$ cat src/rtl/nps_pkg.sv
`timescale 1ns / 1ps
`default_nettype none

package nps_pkg;

  localparam int MAX_POINTS = 256;
  localparam int COORD_BITS = 16;
  localparam int IDX_BITS   = $clog2(MAX_POINTS);
  localparam int CNT_BITS   = $clog2(MAX_POINTS + 1);
  localparam int SQ_BITS    = 2 * COORD_BITS;
  localparam int DIST_BITS  = SQ_BITS + 1;
  localparam int OUT_IDX_W  = 8;

  typedef enum logic {
    FN_INSERT = 1'b0,
    FN_QUERY  = 1'b1
  } func_t;

  typedef enum logic [1:0] {
    ST_INSERTED = 2'd0,
    ST_ANSWERED = 2'd1,
    ST_EMPTY    = 2'd2,
    ST_FULL     = 2'd3
  } status_t;

  typedef enum logic [1:0] {
    S_IDLE,
    S_SCAN,
    S_WAIT
  } state_t;

  // A query token as it walks down the chain. The pending fields carry the
  // squared terms of the previous cell, which the next cell adds and compares.
  typedef struct packed {
    logic                  vld;
    logic [COORD_BITS-1:0] qx;
    logic [COORD_BITS-1:0] qy;
    logic                  found;
    logic [DIST_BITS-1:0]  best_d;
    logic [IDX_BITS-1:0]   best_idx;
    logic [COORD_BITS-1:0] best_x;
    logic [COORD_BITS-1:0] best_y;
    logic                  pend_vld;
    logic [SQ_BITS-1:0]    pend_sx;
    logic [SQ_BITS-1:0]    pend_sy;
    logic [IDX_BITS-1:0]   pend_idx;
    logic [COORD_BITS-1:0] pend_x;
    logic [COORD_BITS-1:0] pend_y;
  } tok_t;

  function automatic logic [COORD_BITS-1:0] nps_absdiff(
    input logic [COORD_BITS-1:0] a,
    input logic [COORD_BITS-1:0] b
  );
    logic [COORD_BITS:0] diff;
    logic [COORD_BITS:0] neg;
    diff = {a[COORD_BITS-1], a} - {b[COORD_BITS-1], b};
    neg  = -diff;
    return diff[COORD_BITS] ? neg[COORD_BITS-1:0] : diff[COORD_BITS-1:0];
  endfunction

  // Folds the pending candidate into the best so far. A later candidate at
  // equal distance replaces the current best, so the highest index wins ties.
  function automatic tok_t nps_merge(input tok_t t);
    tok_t                 r;
    logic [DIST_BITS-1:0] d;
    r = t;
    d = DIST_BITS'(t.pend_sx) + DIST_BITS'(t.pend_sy);
    if (t.pend_vld && (!t.found || d <= t.best_d)) begin
      r.found    = 1'b1;
      r.best_d   = d;
      r.best_idx = t.pend_idx;
      r.best_x   = t.pend_x;
      r.best_y   = t.pend_y;
    end
    r.pend_vld = 1'b0;
    return r;
  endfunction

endpackage

`default_nettype wire

$ cat src/rtl/nps_cell.sv
`timescale 1ns / 1ps
`default_nettype none

// One table entry. Holds a point, merges the upstream candidate into the
// running best and offers its own squared terms to the next cell.
module nps_cell import nps_pkg::*; (
  input  wire logic                  clk,
  input  wire logic                  rst_n,
  input  wire logic [IDX_BITS-1:0]   cell_idx,
  input  wire logic [CNT_BITS-1:0]   count,
  input  wire logic                  wr_en,
  input  wire logic [COORD_BITS-1:0] wr_x,
  input  wire logic [COORD_BITS-1:0] wr_y,
  input  wire tok_t                  tok_in,
  output tok_t                       tok_out
);

  logic [COORD_BITS-1:0] pt_x_r;
  logic [COORD_BITS-1:0] pt_y_r;
  tok_t                  pay_r;
  tok_t                  pay_nxt;
  logic                  vld_r;
  logic [COORD_BITS-1:0] ax;
  logic [COORD_BITS-1:0] ay;
  logic                  live;

  always_comb begin
    live    = CNT_BITS'(cell_idx) < count;
    ax      = nps_absdiff(tok_in.qx, pt_x_r);
    ay      = nps_absdiff(tok_in.qy, pt_y_r);
    pay_nxt = nps_merge(tok_in);
    pay_nxt.pend_vld = live;
    pay_nxt.pend_sx  = SQ_BITS'(ax) * SQ_BITS'(ax);
    pay_nxt.pend_sy  = SQ_BITS'(ay) * SQ_BITS'(ay);
    pay_nxt.pend_idx = cell_idx;
    pay_nxt.pend_x   = pt_x_r;
    pay_nxt.pend_y   = pt_y_r;
  end

  always_ff @(posedge clk) begin
    if (wr_en) begin
      pt_x_r <= wr_x;
      pt_y_r <= wr_y;
    end
    pay_r <= pay_nxt;
  end

  always_ff @(posedge clk) begin
    if (!rst_n) begin
      vld_r <= 1'b0;
    end else begin
      vld_r <= tok_in.vld;
    end
  end

  always_comb begin
    tok_out     = pay_r;
    tok_out.vld = vld_r;
  end

endmodule

`default_nettype wire

$ cat config.mk
export PLATFORM = sky130hd
export DESIGN_NAME = nps_cell
export DESIGN_NICKNAME = d
export VERILOG_FILES = /design/src/rtl/nps_pkg.sv /design/src/rtl/nps_cell.sv
export SDC_FILE = /design/constraint.sdc
export NUM_CORES = 1
export LEC_CHECK = 0
export BUFFER_PORTS_ARGS = -buffer_cell sky130_fd_sc_hd__buf_2
export CAP_MARGIN = 25
export CELL_PAD_IN_SITES_DETAIL_PLACEMENT = 1
export CELL_PAD_IN_SITES_GLOBAL_PLACEMENT = 1
export CORE_UTILIZATION = 33
export DETAILED_ROUTE_END_ITERATION = 7
export PLACE_DENSITY = 0.65
export REMOVE_ABC_BUFFERS = 1
export SYNTH_ARGS = -nofsm -noshare
export SYNTH_HDL_FRONTEND = slang
export SYNTH_SLANG_ARGS = --single-unit
$ cat constraint.sdc
create_clock -name clk -period 9.15 [get_ports clk]
set_input_delay 0.4575 -clock clk [delete_from_list [all_inputs] [get_ports clk]]
set_output_delay 0.4575 -clock clk [all_outputs]
set_load 0.02 [all_outputs]
==> metrics.md <==
| Metric | Value |
|---|---|
| Sequential Area | 5160 sq um |
| Met2 Resource Use GR | a little under two fifths |
| Area taken by multi-input logic gates | 17900 sq um |
| Transition time of the tightest slew-check pin | 0.746 ns |
| Clock buffer count from CTS | 31 |
| Residual antenna-violating net count after detailed routing | 0 |
| Final routed DRC violation total | 0 |
| Count of nets after finishing | 4279 |
| Layout fillers | about 8.8k |
| Number of cells on the worst reg-to-reg path | 32 |
| Clk_lat worst skew | slightly above 0.6 ns |
| Required time of the critical path | 9.66 ns |
| Core occupancy in the finished layout | 42.6% |
| Maximum capacitance violations | 0 |
| Number of cells on the critical path | 32 |
| WHS Path Cells | 1 |
| Starting Density | approximately a third |
| Unrepaired setup endpoints after global routing | true |
| I/O pin count | 476 |
| RD Place Congestion | between 0.9 and 1 |
| Commonest cells after routing, fill and taps aside | 566 x sky130_fd_sc_hd__inv_1, 473 x sky130_fd_sc_hd__buf_2, 325 x sky130_fd_sc_hd__fa_1, 294 x sky130_fd_sc_hd__ha_1, 210 x sky130_fd_sc_hd__dfxtp_1 |
| Final worst path period share | a little over nine tenths |
| Die span in y | about 280 um |
| Number of distinct library cells after synthesis | 87 |
| Detail-routed via count per cell | 4.78 |
| Setup Crit Path Kind | in -> reg |
| Detail-routed net length per standard cell | 18.7 um |
| Routing layer with the top usage in global route | met2 |
| Kind of capture point of the worst setup path | flip-flop |
| Setup TNS Final | 0 ns |
| Critical-path top delay cell | sky130_fd_sc_hd__fa_2 |
| Site row count | 100 |
| Clock tree from TritonCTS | built |
| Largest net degree at the start of global routing | 53 |
| Gate family responsible for the most delay along the worst path | adder cells |
| Fraction of layout cells with a size suffix above 1 | approximately a quarter |
| Maximum clock path buffer count | 3 |
| Worst path arrival time | ~9.4 ns |
| Clock H-tree levels | 1 |
| Hold endpoint | tok_out[185] |
| Number of instances in the synthesized netlist | approximately 2.7k |
| Final routed wirelength across all metal layers | 81900 um |
| Clock skew after layout | 0.0173 ns |
| Clock-pin slew on the worst setup and hold paths | 0.07 ns |
| Syn. warnings | 0 |
| Total track usage | 21.1% |
| Peak Freq | 0.112 GHz |
| Minimum clock period after layout | 8.93 ns |
| Internal reg-to-reg setup slack | about 0.28 ns |
| Slew Limit Headroom | between 40% and 50% |
| Via count of the first global-routing pass | 23.1k |
| Routed vias | 21.0k |
| Horizontal extent of the die | 278 um |
| Post-synth EDFFs | 32 |
| End of the worst register-to-register path | tok_out[103] |
| Crit path launch type | input port |
| Startpoint of the lowest-slack register-to-register path | pt_x_r[0] |
| HPWL after detailed placement | around 69000 um |
| Synthesized cell area | approximately 25000 sq um |
| Initial DRC Count | ~740 |
| Die Outline Area | 77500 sq um |
| CP Buf/Inv Count | 6 |
| Highest fanout seen on the critical path | 6 |
| Layout area overhead | 26.8% |
| Min-delay src | tok_in[185] |
| Type of the worst min-delay path | in -> reg |
| Core area | 74900 sq um |
| Status | complete, no violations |
| IO buf count | 473 |
| Dominant register cell in the synthesized netlist | sky130_fd_sc_hd__dfxtp_1 |
| Initial antenna violation count | 18 |
| Number of register bits inferred by synthesis | 242 |
| Max-slew violation count | 0 |
| Post-placement worst setup slack | -0.301 ns |
| Smallest setup slack after layout | 0.224 ns |
| M3 GR Usage | under 10% |
| Asr flop ratio synth | 0% |
| Aggregate global routing overflow | 0 |
| Sequential share of the synthesized area | ~21% |
| Global-route wire length before repair | 127000 um |
| Clock sink total | around 240 |
| First-pass iteration count of the detailed router | 5 |
| Slowest cell delay on critical path | 0.58 ns |
| Clock tree root driver cell | sky130_fd_sc_hd__clkbuf_16 |
| Most frequent CP cell | sky130_fd_sc_hd__fa_1 |
| Worst Setup SP | tok_in[198] |
| Final Setup Violations | 0 |
| Commonest non-fill, non-tap cell in the layout | sky130_fd_sc_hd__inv_1 |
| Synthesized area per cell | 9.36 sq um |
| GR met1 Demand/Resource | about 26% |
| Fin. Hold Viols | 0 |
==> cells in the mapped netlist (14+ instances only) <==
cell	instances	area, sq um
sky130_fd_sc_hd__nand4_1	23	144
sky130_fd_sc_hd__clkbuf_1	41	154
sky130_fd_sc_hd__mux2_2	56	631
sky130_fd_sc_hd__dfxtp_1	210	4200
sky130_fd_sc_hd__inv_2	16	60.1
sky130_fd_sc_hd__o21bai_1	14	105
sky130_fd_sc_hd__fa_1	328	6570
sky130_fd_sc_hd__nand2_1	179	672
sky130_fd_sc_hd__a21oi_1	100	500
sky130_fd_sc_hd__a31oi_1	14	87.6
sky130_fd_sc_hd__ha_1	297	3720
sky130_fd_sc_hd__inv_1	569	2140
sky130_fd_sc_hd__nor3_1	28	140
sky130_fd_sc_hd__nand3_1	27	135
sky130_fd_sc_hd__nor2b_1	21	131
sky130_fd_sc_hd__xnor2_1	95	832
sky130_fd_sc_hd__xor2_1	42	368
sky130_fd_sc_hd__a21o_1	59	443
sky130_fd_sc_hd__o21a_1	26	195
sky130_fd_sc_hd__nor2_1	207	777
sky130_fd_sc_hd__nand2b_1	21	131
sky130_fd_sc_hd__edfxtp_1	32	961
sky130_fd_sc_hd__o21ai_0	76	380
==> sequential cells by signal, indices dropped and copies added, names as in the netlist <==
register,cells
vld_r,1
pt_x_r,16
tok_out,209
pt_y_r,16
==> layout make-up <==
cell class / count / share of cell area [%]
flip-flops and latches: 242 / 16.2
inverters: 589 / 6.92
diodes: 6 / 0.0470
clock buffers: 34 / 2.46
clock inverters: 24 / 0.709
repair buffers: 721 / 13.9
well taps: 969 / 3.80
multi-input cells: 1805 / 56.0
==> per-layer routing <==
layer | wire length (um) | vias to the layer above | share of wire, %
met5 | 94 | - | 0.11
met4 | 2150 | 14 | 2.6
met3 | 4130 | 114 | 5.0
met2 | 41300 | 478 | 50
met1 | 34200 | 10400 | 42
li1 | - | 10000 | -
==> worst max-delay path by stage <==
stage | slack (ns) | endpoint
final | 0.22 | tok_out[103]
after CTS | 0.005 | tok_out[71]
after detailed placement | -0.30 | tok_out[103]
after global routing | -0.06 | tok_out[71]
after global placement | -0.15 | tok_out[103]
after floorplan | -1.64 | tok_out[105]
==> what timing repair did <==
item | CTS | global route
pin swaps | 1 | 24
hold endpoints to repair | 66 | 0
buffers inserted | 0 | 11
hold buffers | 66 | 0
resized for setup | 5 | 69
setup endpoints to repair | 2 | 18
==> kinds of logic after synthesis <==
family / Yosys count / share of synthesized area [%]
other: 1 / 0.0149
xor gates and xnor gates: 141 / 5.07
muxes: 59 / 2.62
AOI/OAI and AO/OA: 397 / 10.6
buffers and inverters: 645 / 9.75
adders and majority gates: 625 / 40.8
and+or+nand+nor: 581 / 10.7
DFF: 242 / 20.5
==> stage by stage <==
step | cells | hold WS (ns) | area (sq um)
2_1_floorplan | 2636 | 0.348 | 25000
3_3_place_gp | 4248 | 0.354 | 29800
3_5_place_dp | 4249 | 0.357 | 29900
4_1_cts | 4373 | 0.00387 | 31500
5_1_grt | 4386 | 0.00157 | 31900
6_report | 4390 | 0.0348 | 31900
Power is not shown: default switching activity piles up to over one toggle a cycle in this logic, so the estimate is an artifact.
